--- src/rtl/npd_pkg.sv ---
`timescale 1ns / 1ps
// Shared types and constants for the nearest pathway direction block.
package npd_pkg;

	localparam int CMD_W  = 2;
	localparam int IDX_W  = 3;
	localparam int SLOT_W = 2;
	localparam int PCNT_W = 4;
	localparam int MAXD_W = 13;
	localparam int DIR_W  = 4;

	localparam logic [MAXD_W-1:0] MAXD_RESET = 13'd100;

	typedef enum logic [CMD_W-1:0] {
		CMD_LOAD  = 2'd0,
		CMD_FIRST = 2'd1,
		CMD_LAST  = 2'd2
	} cmd_t;

	localparam logic [SLOT_W-1:0] SLOT_ENTRY0 = 2'd0;
	localparam logic [SLOT_W-1:0] SLOT_ENTRY1 = 2'd1;
	localparam logic [SLOT_W-1:0] SLOT_EXIT   = 2'd2;

	localparam logic CFG_PATH_COUNT   = 1'b0;
	localparam logic CFG_MAX_DISTANCE = 1'b1;

	typedef enum logic [1:0] {
		ST_IDLE,
		ST_RUN,
		ST_DONE
	} state_t;

	// control that travels with each word along the root chain
	typedef struct packed {
		logic valid;
		logic exit;
	} cell_ctl_t;

endpackage

--- src/rtl/npd_root_cell.sv ---
`timescale 1ns / 1ps
// One digit step of the square root chain: retires one root bit per cycle.
module npd_root_cell import npd_pkg::*; #(
	parameter int ROOT_W = 18
) (
	input  logic                  clk,
	input  logic                  arst_n,
	input  cell_ctl_t             ctl_in,
	input  logic [2*ROOT_W-1:0]   rad_in,
	input  logic [ROOT_W+1:0]     rem_in,
	input  logic [ROOT_W-1:0]     root_in,
	output cell_ctl_t             ctl_out,
	output logic [2*ROOT_W-1:0]   rad_out,
	output logic [ROOT_W+1:0]     rem_out,
	output logic [ROOT_W-1:0]     root_out
);

	logic [ROOT_W+1:0] rem_sh;
	logic [ROOT_W+1:0] trial;
	logic              ge;
	cell_ctl_t         ctl_q;
	logic [2*ROOT_W-1:0] rad_q;
	logic [ROOT_W+1:0] rem_q;
	logic [ROOT_W-1:0] root_q;

	// bring down the next two radicand bits and try root*4+1
	assign rem_sh = {rem_in[ROOT_W-1:0], rad_in[2*ROOT_W-1 -: 2]};
	assign trial  = {root_in, 2'b01};
	assign ge     = (rem_sh >= trial);

	always_ff @(posedge clk or negedge arst_n) begin
		if (!arst_n) begin
			ctl_q <= '0;
		end else begin
			ctl_q <= ctl_in;
		end
	end

	always_ff @(posedge clk) begin
		rad_q  <= {rad_in[2*ROOT_W-3:0], 2'b00};
		rem_q  <= ge ? (rem_sh - trial) : rem_sh;
		root_q <= {root_in[ROOT_W-2:0], ge};
	end

	assign ctl_out  = ctl_q;
	assign rad_out  = rad_q;
	assign rem_out  = rem_q;
	assign root_out = root_q;

endmodule

--- src/rtl/nearest_pathway_direction.sv ---
`timescale 1ns / 1ps
// Load and first-box items give no result; a last-box item starts a classification whose result
// comes from one table read per point of the n pathways in use and the square root cell chain,
// one cell per root bit (QW root bits, 18 by default).
// Throughput: one classification at a time; the input stalls until its result is registered.
// Reset clears control and configuration (path_count 0, max_distance 100) and the first
// center; pathway points are undefined until loaded.
module nearest_pathway_direction import npd_pkg::*; #(
	parameter int MAX_PATHS  = 8,
	parameter int COORD_BITS = 12,
	parameter int FRAC_BITS  = 4
) (
	input  logic                  clk,
	input  logic                  arst_n,
	input  logic                  in_valid,
	output logic                  in_stall,
	input  logic [CMD_W-1:0]      cmd,
	input  logic [IDX_W-1:0]      path_index,
	input  logic [SLOT_W-1:0]     point_slot,
	input  logic [COORD_BITS-1:0] pos_x,
	input  logic [COORD_BITS-1:0] pos_y,
	input  logic [COORD_BITS-1:0] box_width,
	input  logic [COORD_BITS-1:0] box_height,
	output logic                  out_valid,
	input  logic                  out_stall,
	output logic [DIR_W-1:0]      direction,
	input  logic                  cfg_valid,
	output logic                  cfg_ready,
	input  logic                  cfg_index,
	input  logic [MAXD_W-1:0]     cfg_data
);

	localparam int CTR_W = COORD_BITS + 1;
	localparam int SQ_W  = 2 * CTR_W + 1;
	localparam int RAD_BITS = SQ_W + 2 * FRAC_BITS;
	localparam int QW    = (RAD_BITS + 1) / 2;
	localparam int RADW  = 2 * QW;
	localparam int MEM_D = 3 * MAX_PATHS;
	localparam int AW    = $clog2(MEM_D);
	localparam int CNTW  = $clog2(MEM_D + 1);
	localparam int CMPW  = (QW + 1 > MAXD_W + FRAC_BITS + 1) ? QW + 1 : MAXD_W + FRAC_BITS + 1;

	// configuration
	logic [PCNT_W-1:0] path_count_q;
	logic [MAXD_W-1:0] max_distance_q;

	// control
	state_t            state_q, state_nxt;
	logic              accept;
	cmd_t              cmd_e;
	logic [PCNT_W-1:0] n_sat;
	logic [PCNT_W-1:0] n_q;
	logic [CNTW-1:0]   limit_q;
	logic [CNTW-1:0]   addr_q;
	logic [SLOT_W-1:0] slot_q;
	logic              issue;
	logic              start;
	logic              pair_done;
	logic              out_load;

	// centers
	logic [CTR_W-1:0]  box_cx, box_cy;
	logic [CTR_W-1:0]  first_cx_q, first_cy_q;
	logic [CTR_W-1:0]  last_cx_q, last_cy_q;

	// pathway table
	logic [2*COORD_BITS-1:0] pt_mem_q [MEM_D];
	logic              ld_hit;
	logic [7:0]        ld_addr_full;

	// datapath pipeline
	logic                    rd_valid_s1;
	logic [SLOT_W-1:0]       rd_slot_s1;
	logic [2*COORD_BITS-1:0] rd_data_s1;
	logic [2*COORD_BITS-1:0] e0_q;
	logic [COORD_BITS:0]     mid_x_sum, mid_y_sum;
	cell_ctl_t               ctl_s2, ctl_s3, ctl_s4, ctl_s5;
	logic [COORD_BITS-1:0]   pt_x_s2, pt_y_s2;
	logic [CTR_W-1:0]        ref_x, ref_y, px, py;
	logic [CTR_W-1:0]        dx_s3, dy_s3;
	logic [2*CTR_W-1:0]      sqx_s4, sqy_s4;
	logic [RADW-1:0]         rad_s5;

	// root chain
	cell_ctl_t               chain_ctl  [QW+1];
	logic [RADW-1:0]         chain_rad  [QW+1];
	logic [QW+1:0]           chain_rem  [QW+1];
	logic [QW-1:0]           chain_root [QW+1];
	logic [QW-1:0]           chain_busy;

	// selection
	logic [QW-1:0]           first_d_q;
	logic [CMPW-1:0]         dist_sum;
	logic [CMPW-1:0]         best_q;
	logic [DIR_W-1:0]        dir_q;
	logic [PCNT_W-1:0]       pair_cnt_q;
	logic                    out_valid_q;
	logic [DIR_W-1:0]        direction_q;
	logic                    pipe_busy;

	assign cmd_e    = cmd_t'(cmd);
	assign in_stall = (state_q != ST_IDLE);
	assign accept   = in_valid && !in_stall;
	assign start    = accept && (cmd_e == CMD_LAST);
	assign cfg_ready = 1'b1;

	always_ff @(posedge clk or negedge arst_n) begin
		if (!arst_n) begin
			path_count_q   <= '0;
			max_distance_q <= MAXD_RESET;
		end else if (cfg_valid && cfg_ready) begin
			case (cfg_index)
				CFG_PATH_COUNT:   path_count_q   <= cfg_data[PCNT_W-1:0];
				CFG_MAX_DISTANCE: max_distance_q <= cfg_data;
				default: ;
			endcase
		end
	end

	// box center: left/top edge plus half the size, rounded down
	assign box_cx = CTR_W'(pos_x) + CTR_W'(box_width >> 1);
	assign box_cy = CTR_W'(pos_y) + CTR_W'(box_height >> 1);

	always_ff @(posedge clk or negedge arst_n) begin
		if (!arst_n) begin
			first_cx_q <= '0;
			first_cy_q <= '0;
		end else if (accept && (cmd_e == CMD_FIRST)) begin
			first_cx_q <= box_cx;
			first_cy_q <= box_cy;
		end
	end

	always_ff @(posedge clk) begin
		if (start) begin
			last_cx_q <= box_cx;
			last_cy_q <= box_cy;
		end
	end

	// table write: drop slots past the exit point and pathways beyond the table
	assign ld_hit = accept && (cmd_e == CMD_LOAD) && (point_slot <= SLOT_EXIT)
		&& (7'(path_index) < 7'(MAX_PATHS));
	assign ld_addr_full = 8'({path_index, 1'b0}) + 8'(path_index) + 8'(point_slot);

	always_ff @(posedge clk) begin
		if (ld_hit) begin
			pt_mem_q[ld_addr_full[AW-1:0]] <= {pos_y, pos_x};
		end
		rd_data_s1 <= pt_mem_q[addr_q[AW-1:0]];
	end

	// sequencer: one table point per cycle, pathways in order
	assign n_sat = (7'(path_count_q) > 7'(MAX_PATHS)) ? PCNT_W'(MAX_PATHS) : path_count_q;
	assign issue = (state_q == ST_RUN) && (addr_q != limit_q);

	always_ff @(posedge clk or negedge arst_n) begin
		if (!arst_n) begin
			n_q         <= '0;
			limit_q     <= '0;
			addr_q      <= '0;
			slot_q      <= SLOT_ENTRY0;
			rd_valid_s1 <= 1'b0;
			rd_slot_s1  <= SLOT_ENTRY0;
		end else begin
			rd_valid_s1 <= issue;
			rd_slot_s1  <= slot_q;
			if (start) begin
				n_q     <= n_sat;
				limit_q <= CNTW'(6'({n_sat, 1'b0}) + 6'(n_sat));
				addr_q  <= '0;
				slot_q  <= SLOT_ENTRY0;
			end else if (issue) begin
				addr_q <= addr_q + 1'b1;
				slot_q <= (slot_q == SLOT_EXIT) ? SLOT_ENTRY0 : slot_q + 1'b1;
			end
		end
	end

	// stage 2: entry midpoint or exit point
	assign mid_x_sum = (COORD_BITS+1)'(e0_q[COORD_BITS-1:0])
		+ (COORD_BITS+1)'(rd_data_s1[COORD_BITS-1:0]);
	assign mid_y_sum = (COORD_BITS+1)'(e0_q[2*COORD_BITS-1:COORD_BITS])
		+ (COORD_BITS+1)'(rd_data_s1[2*COORD_BITS-1:COORD_BITS]);

	always_ff @(posedge clk) begin
		if (rd_valid_s1 && (rd_slot_s1 == SLOT_ENTRY0)) begin
			e0_q <= rd_data_s1;
		end
		if (rd_slot_s1 == SLOT_EXIT) begin
			pt_x_s2 <= rd_data_s1[COORD_BITS-1:0];
			pt_y_s2 <= rd_data_s1[2*COORD_BITS-1:COORD_BITS];
		end else begin
			pt_x_s2 <= mid_x_sum[COORD_BITS:1];
			pt_y_s2 <= mid_y_sum[COORD_BITS:1];
		end
	end

	// stage 3: absolute differences against the matching center
	assign ref_x = ctl_s2.exit ? last_cx_q : first_cx_q;
	assign ref_y = ctl_s2.exit ? last_cy_q : first_cy_q;
	assign px    = CTR_W'(pt_x_s2);
	assign py    = CTR_W'(pt_y_s2);

	always_ff @(posedge clk) begin
		dx_s3  <= (ref_x > px) ? ref_x - px : px - ref_x;
		dy_s3  <= (ref_y > py) ? ref_y - py : py - ref_y;
		sqx_s4 <= dx_s3 * dx_s3;
		sqy_s4 <= dy_s3 * dy_s3;
		rad_s5 <= RADW'(SQ_W'(sqx_s4) + SQ_W'(sqy_s4)) << (2 * FRAC_BITS);
	end

	always_ff @(posedge clk or negedge arst_n) begin
		if (!arst_n) begin
			ctl_s2 <= '0;
			ctl_s3 <= '0;
			ctl_s4 <= '0;
			ctl_s5 <= '0;
		end else begin
			ctl_s2.valid <= rd_valid_s1 && (rd_slot_s1 != SLOT_ENTRY0);
			ctl_s2.exit  <= (rd_slot_s1 == SLOT_EXIT);
			ctl_s3 <= ctl_s2;
			ctl_s4 <= ctl_s3;
			ctl_s5 <= ctl_s4;
		end
	end

	// square root chain, one root bit per cell
	assign chain_ctl[0]  = ctl_s5;
	assign chain_rad[0]  = rad_s5;
	assign chain_rem[0]  = '0;
	assign chain_root[0] = '0;

	for (genvar g = 0; g < QW; g++) begin : g_cell
		npd_root_cell #(
			.ROOT_W(QW)
		) u_cell (
			.clk      (clk),
			.arst_n   (arst_n),
			.ctl_in   (chain_ctl[g]),
			.rad_in   (chain_rad[g]),
			.rem_in   (chain_rem[g]),
			.root_in  (chain_root[g]),
			.ctl_out  (chain_ctl[g+1]),
			.rad_out  (chain_rad[g+1]),
			.rem_out  (chain_rem[g+1]),
			.root_out (chain_root[g+1])
		);
		assign chain_busy[g] = chain_ctl[g+1].valid;
	end

	// pair up entry and exit distances, keep the earliest smallest sum
	assign dist_sum  = CMPW'(first_d_q) + CMPW'(chain_root[QW]);
	assign pair_done = chain_ctl[QW].valid && chain_ctl[QW].exit
		&& ((pair_cnt_q + 1'b1) == n_q);

	always_ff @(posedge clk) begin
		if (chain_ctl[QW].valid && !chain_ctl[QW].exit) begin
			first_d_q <= chain_root[QW];
		end
	end

	always_ff @(posedge clk or negedge arst_n) begin
		if (!arst_n) begin
			best_q     <= '0;
			dir_q      <= '0;
			pair_cnt_q <= '0;
		end else if (start) begin
			best_q     <= CMPW'(max_distance_q) << (FRAC_BITS + 1);
			dir_q      <= '0;
			pair_cnt_q <= '0;
		end else if (chain_ctl[QW].valid && chain_ctl[QW].exit) begin
			pair_cnt_q <= pair_cnt_q + 1'b1;
			if (dist_sum < best_q) begin
				best_q <= dist_sum;
				dir_q  <= DIR_W'(pair_cnt_q + 1'b1);
			end
		end
	end

	// state machine
	always_ff @(posedge clk or negedge arst_n) begin
		if (!arst_n) begin
			state_q <= ST_IDLE;
		end else begin
			state_q <= state_nxt;
		end
	end

	always_comb begin
		state_nxt = state_q;
		out_load  = 1'b0;
		case (state_q)
			ST_IDLE: begin
				if (start) state_nxt = ST_RUN;
			end
			ST_RUN: begin
				if ((n_q == '0) || pair_done) state_nxt = ST_DONE;
			end
			ST_DONE: begin
				if (!out_valid_q || !out_stall) begin
					out_load  = 1'b1;
					state_nxt = ST_IDLE;
				end
			end
			default: state_nxt = ST_IDLE;
		endcase
	end

	// output word register
	always_ff @(posedge clk or negedge arst_n) begin
		if (!arst_n) begin
			out_valid_q <= 1'b0;
		end else begin
			out_valid_q <= out_load || (out_valid_q && out_stall);
		end
	end

	always_ff @(posedge clk) begin
		if (out_load) begin
			direction_q <= dir_q;
		end
	end

	assign out_valid = out_valid_q;
	assign direction = direction_q;

	assign pipe_busy = rd_valid_s1 || ctl_s2.valid || ctl_s3.valid || ctl_s4.valid
		|| ctl_s5.valid || (|chain_busy);

	a_pipe_empty_outside_run: assert property (@(posedge clk) disable iff (!arst_n)
		(state_q != ST_RUN) |-> !pipe_busy)
		else $error("datapath holds a word outside a classification");

	a_result_from_done: assert property (@(posedge clk) disable iff (!arst_n)
		$rose(out_valid_q) |-> $past(state_q == ST_DONE))
		else $error("result raised without a finished classification");

	a_direction_in_range: assert property (@(posedge clk) disable iff (!arst_n)
		$rose(out_valid_q) |-> (direction_q <= $past(n_q)))
		else $error("direction beyond pathways in use");

	a_addr_bounded: assert property (@(posedge clk) disable iff (!arst_n)
		(state_q == ST_RUN) |-> (addr_q <= limit_q))
		else $error("table read address overran pathway count");

	a_pair_bounded: assert property (@(posedge clk) disable iff (!arst_n)
		(chain_ctl[QW].valid && chain_ctl[QW].exit) |-> (pair_cnt_q < n_q))
		else $error("more distance pairs than pathways in use");

endmodule
--- config.mk ---
export PLATFORM = sky130hd
export DESIGN_NAME = nearest_pathway_direction
export DESIGN_NICKNAME = d
export VERILOG_FILES = /design/src/rtl/npd_pkg.sv /design/src/rtl/npd_root_cell.sv /design/src/rtl/nearest_pathway_direction.sv
export SDC_FILE = /design/constraint.sdc
export NUM_CORES = 2
export LEC_CHECK = 0
export BUFFER_PORTS_ARGS = -buffer_cell sky130_fd_sc_hd__clkbuf_2
export CAP_MARGIN = 10
export CORE_MARGIN = 2
export CORE_UTILIZATION = 47
export CTS_CLUSTER_DIAMETER = 60
export CTS_CLUSTER_SIZE = 25
export DETAILED_ROUTE_END_ITERATION = 8
export PLACE_DENSITY = 0.62
export SYNTH_ARGS = -nofsm -noshare
export SYNTH_HDL_FRONTEND = slang
export SYNTH_SLANG_ARGS = --single-unit
--- constraint.sdc ---
create_clock -name clk -period 16.4 [get_ports clk]
set_clock_uncertainty 0.1 [all_clocks]
set_input_delay 0.82 -clock clk [delete_from_list [all_inputs] [get_ports clk]]
set_output_delay 0.82 -clock clk [all_outputs]
set_load 0.05 [all_outputs]
==> metrics.txt <==
# TYPE chip_impl_metric gauge
chip_impl_metric{name="routed_wirelength",unit="um"} 144000
chip_impl_metric{name="dr.first_iter.drc_count",unit=""} 2683
chip_impl_metric{name="post-route-min-period",unit="ns"} 6.65
chip_impl_info{name="final_common_cell",value="sky130_fd_sc_hd__dfxtp_1"} 1
chip_impl_metric{name="fp-row-count",unit=""} 143
chip_impl_metric{name="filler_cell_count",unit=""} 13000
chip_impl_metric{name="worstMarginPinSlew",unit="ns"} 1.12
chip_impl_metric{name="grt_start_max_net_pins",unit=""} 69
chip_impl_metric{name="report.final.setup_viol",unit=""} 0
chip_impl_info{name="status",value="finished clean"} 1
chip_impl_metric{name="final_layout_size_suffix_gt1_share",unit="%"} 10.5
chip_impl_metric{name="tns",unit="ns"} 0
chip_impl_metric{name="critical_path_arrival",unit="ns"} 7.23
chip_impl_info{name="worst-setup-path-type",value="register to register"} 1
chip_impl_metric{name="syn-mean-instance-area",unit="um2"} 12.2
chip_impl_metric{name="detailedPlacementHpwl",unit="um"} 102000
chip_impl_metric{name="area_growth",unit="%"} 9.57
chip_impl_metric{name="netlist-cell-type-count",unit=""} 77
chip_impl_metric{name="post_cts_setup_repair_bufs",unit=""} 0
chip_impl_metric{name="antenna_violations_before_repair",unit=""} 11
chip_impl_metric{name="slew_headroom",unit="%"} 25.4
chip_impl_metric{name="detailroute.via_count",unit=""} 42200
chip_impl_info{name="hold_path_class",value="register to register"} 1
chip_impl_metric{name="via_count_of_the_first_global_routing_pass",unit=""} 42800
chip_impl_metric{name="globalRoute.totalOverflow",unit=""} 0
chip_impl_metric{name="post-route-period-util",unit="%"} 40.6
chip_impl_metric{name="io_pins",unit=""} 81
chip_impl_metric{name="synth_enable_flop_cells",unit=""} 648
chip_impl_metric{name="grt_use_total",unit="%"} 18.6
chip_impl_metric{name="max_capacitance_violation_count",unit=""} 0
chip_impl_metric{name="report.final.hold_viol_count",unit=""} 0
chip_impl_metric{name="route.antenna.remaining_nets",unit=""} 0
chip_impl_metric{name="synth_top_cell_area_share",unit="%"} 27.1
chip_impl_metric{name="dp_slack",unit="ns"} 9.80
chip_impl_metric{name="postSynthCellCount",unit=""} 5911
chip_impl_metric{name="remaining_drcs",unit=""} 0
chip_impl_metric{name="clkTransAtPathRegs",unit="ns"} 0.09
chip_impl_info{name="grt_setup_unrepaired",value="false"} 1
chip_impl_metric{name="cts.hold.buffers_added",unit=""} 1
chip_impl_metric{name="syn-cell-area",unit="mm2"} 0.0719
chip_impl_metric{name="die_x",unit="um"} 395
chip_impl_metric{name="drv_slew",unit=""} 0
chip_impl_metric{name="yosys_register_bits",unit=""} 1566
chip_impl_info{name="cts.root.buffer_cell",value="sky130_fd_sc_hd__clkbuf_16"} 1
chip_impl_metric{name="synth_nets",unit=""} 6675
chip_impl_metric{name="global_route_wire_length_before_repair",unit="um"} 230000
chip_impl_metric{name="drt_pre_antenna_iters",unit=""} 6
chip_impl_info{name="critPathLaunchType",value="register"} 1
chip_impl_metric{name="cts_max_level",unit=""} 3
chip_impl_metric{name="setup_ws",unit="ns"} 9.75
chip_impl_metric{name="floorplan.die.height",unit="um"} 395
chip_impl_metric{name="gp_congestion",unit=""} 0.850
chip_impl_metric{name="vias_per_cell",unit=""} 5.19
chip_impl_info{name="cts_tree",value="yes"} 1
chip_impl_metric{name="worst_ep_required_time",unit="ns"} 16.98
chip_impl_metric{name="core_area",unit="mm2"} 0.152
chip_impl_metric{name="synth-warning-count",unit=""} 0
chip_impl_info{name="end_kind",value="register"} 1
chip_impl_metric{name="drt-wirelength-per-cell",unit="um"} 17.7
chip_impl_metric{name="cts_resized",unit=""} 0
chip_impl_metric{name="post-place-cells",unit=""} 7925
chip_impl_metric{name="tritoncts_num_sinks",unit=""} 1566
chip_impl_metric{name="cts_inserted_buffers",unit=""} 110
chip_impl_metric{name="critical_path.max_fanout",unit=""} 16
chip_impl_metric{name="buffer_ports.inserted",unit=""} 77
chip_impl_metric{name="clock.fmax",unit="GHz"} 0.150
chip_impl_info{name="synth_top_cells_by_area",value="sky130_fd_sc_hd__edfxtp_1, sky130_fd_sc_hd__dfxtp_1, sky130_fd_sc_hd__ha_1"} 1
chip_impl_info{name="yosys_most_used_dff",value="sky130_fd_sc_hd__dfxtp_1"} 1
chip_impl_metric{name="post_layout_nonfiller_instances",unit=""} 8137
chip_impl_metric{name="synth_async_sr_flop_share",unit="%"} 8.62
chip_impl_metric{name="initial_utilization",unit="%"} 47.3
chip_impl_metric{name="insertion_delay",unit="ns"} 0.77
chip_impl_metric{name="synth_sequential_area_ratio",unit="%"} 53.6
chip_impl_info{name="most-common-layout-cells",value="sky130_fd_sc_hd__dfxtp_1, sky130_fd_sc_hd__inv_1, sky130_fd_sc_hd__edfxtp_1"} 1
chip_impl_metric{name="die-area",unit="mm2"} 0.156
chip_impl_metric{name="finish.net_count",unit=""} 6772
chip_impl_metric{name="clock_tree.buffer_depth",unit=""} 3
chip_impl_info{name="yosysTopAreaCell",value="sky130_fd_sc_hd__edfxtp_1"} 1
## cells in the mapped netlist (10+ instances only)
| library cell | count |
|---|---|
| sky130_fd_sc_hd__a211oi_1 | 27 |
| sky130_fd_sc_hd__a21boi_0 | 21 |
| sky130_fd_sc_hd__a21o_1 | 105 |
| sky130_fd_sc_hd__a21oi_1 | 299 |
| sky130_fd_sc_hd__a31o_2 | 13 |
| sky130_fd_sc_hd__a31oi_1 | 20 |
| sky130_fd_sc_hd__and2_1 | 73 |
| sky130_fd_sc_hd__and3_1 | 22 |
| sky130_fd_sc_hd__buf_1 | 23 |
| sky130_fd_sc_hd__buf_2 | 10 |
| sky130_fd_sc_hd__clkbuf_1 | 108 |
| sky130_fd_sc_hd__dfrtp_1 | 132 |
| sky130_fd_sc_hd__dfxtp_1 | 783 |
| sky130_fd_sc_hd__edfxtp_1 | 648 |
| sky130_fd_sc_hd__fa_1 | 209 |
| sky130_fd_sc_hd__ha_1 | 481 |
| sky130_fd_sc_hd__inv_1 | 724 |
| sky130_fd_sc_hd__mux2_2 | 73 |
| sky130_fd_sc_hd__mux2i_1 | 81 |
| sky130_fd_sc_hd__mux4_2 | 168 |
| sky130_fd_sc_hd__nand2_1 | 332 |
| sky130_fd_sc_hd__nand2b_1 | 50 |
| sky130_fd_sc_hd__nand3_1 | 61 |
| sky130_fd_sc_hd__nand4_1 | 30 |
| sky130_fd_sc_hd__nor2_1 | 365 |
| sky130_fd_sc_hd__nor2b_1 | 66 |
| sky130_fd_sc_hd__nor3_1 | 102 |
| sky130_fd_sc_hd__nor4_1 | 31 |
| sky130_fd_sc_hd__o211ai_1 | 10 |
| sky130_fd_sc_hd__o21a_1 | 63 |
| sky130_fd_sc_hd__o21ai_0 | 188 |
| sky130_fd_sc_hd__o21bai_1 | 24 |
| sky130_fd_sc_hd__o31ai_1 | 35 |
| sky130_fd_sc_hd__or2_2 | 17 |
| sky130_fd_sc_hd__or3_1 | 25 |
| sky130_fd_sc_hd__or4_1 | 11 |
| sky130_fd_sc_hd__xnor2_1 | 205 |
| sky130_fd_sc_hd__xor2_1 | 145 |
## routing by layer
layer,GRT usage (%),vias to the layer above,routed length (um)
li1,-,20700,-
met1,25.5,20500,66200
met2,30.9,790,67400
met3,3.02,195,7440
met4,4.36,8,2920
met5,0,-,38
## per-stage QoR
step	hold slack (ns)	utilization, %	area, um2
floorplan	0.210	-	71900
global placement	0.210	49.2	74700
detailed placement	0.212	49.2	74700
CTS	0.177	51.8	78700
global route	0.206	51.8	78700
finish	0.215	51.8	78700
## critical path: stages (launching register included)
cell and delay, ns:
sky130_fd_sc_hd__dfxtp_1 0.77, sky130_fd_sc_hd__nand2_1 0.17, sky130_fd_sc_hd__fa_1 0.55, sky130_fd_sc_hd__fa_1 0.51
sky130_fd_sc_hd__inv_1 0.05, sky130_fd_sc_hd__fa_1 0.47, sky130_fd_sc_hd__fa_1 0.49, sky130_fd_sc_hd__inv_1 0.05
sky130_fd_sc_hd__fa_1 0.52, sky130_fd_sc_hd__inv_1 0.04, sky130_fd_sc_hd__ha_1 0.35, sky130_fd_sc_hd__a21o_1 0.20
sky130_fd_sc_hd__a21o_1 0.16, sky130_fd_sc_hd__a21oi_1 0.17, sky130_fd_sc_hd__a21boi_0 0.48, sky130_fd_sc_hd__a21oi_1 0.27
sky130_fd_sc_hd__a311oi_1 0.67, sky130_fd_sc_hd__o211ai_1 0.20, sky130_fd_sc_hd__a21oi_1 0.20, sky130_fd_sc_hd__xor2_1 0.14
## cells by family (layout without fill, tap and decap cells)
logic type,Yosys count,after routing,synth area share (%)
xor gates and xnor gates,350,350,4.27
and+or+nand+nor,1220,1220,8.03
AOI/OAI and AO/OA,894,894,7.80
other,2,8,0.0105
muxes,322,322,7.54
DFF,1566,1566,53.6
adders and majority gates,690,690,14.2
buffers and inverters,867,1057,4.55
## registers in the layout, summed over array words and instances (netlist names), 18 cells and up
signal	count
e0_q	24
first_d_q	18
rd_data_s1	24
pt_mem_q	576
rad_s5	27
g_cell.u_cell.ctl_out	36
sqy_s4	25
g_cell.u_cell.rem_out	279
best_q	19
sqx_s4	25
g_cell.u_cell.rad_out	182
g_cell.u_cell.root_out	171
## area by class of cell
cell class | instances | area, um2 | share of cell area (%)
Clock buffer | 118 | 2870 | 3.64
Timing Repair Buffer | 127 | 769 | 0.977
Sequential cell | 1566 | 38500 | 48.9
Clock inverter | 87 | 1140 | 1.44
Multi-Input combinational cell | 3478 | 30200 | 38.3
Antenna cell | 6 | 15.0 | 0.0191
Inverter | 725 | 2720 | 3.46
Tap cell | 2030 | 2540 | 3.23
## final timing paths
check                      cells after the start                                    end  slack [ns]               startpoint
max                                           19                     sqy_s4[25]$_DFF_P_        9.75         dy_s3[1]$_DFF_P_
min                                            0  g_cell[0].u_cell.ctl_out[1]$_DFF_PN0_        0.22  chain_ctl[37]$_DFF_PN0_
max reg2reg                                   19                     sqy_s4[25]$_DFF_P_        9.75         dy_s3[1]$_DFF_P_
min reg2reg                                    0  g_cell[0].u_cell.ctl_out[1]$_DFF_PN0_        0.22  chain_ctl[37]$_DFF_PN0_
max in group asynchronous                      3                  addr_q[2]$_DFFE_PN0P_       14.22                   arst_n
min in group asynchronous                      2             first_cy_q[11]$_DFFE_PN0P_        0.52                   arst_n
Power is not shown: default switching activity piles up to over one toggle a cycle in this logic, so the estimate is an artifact.
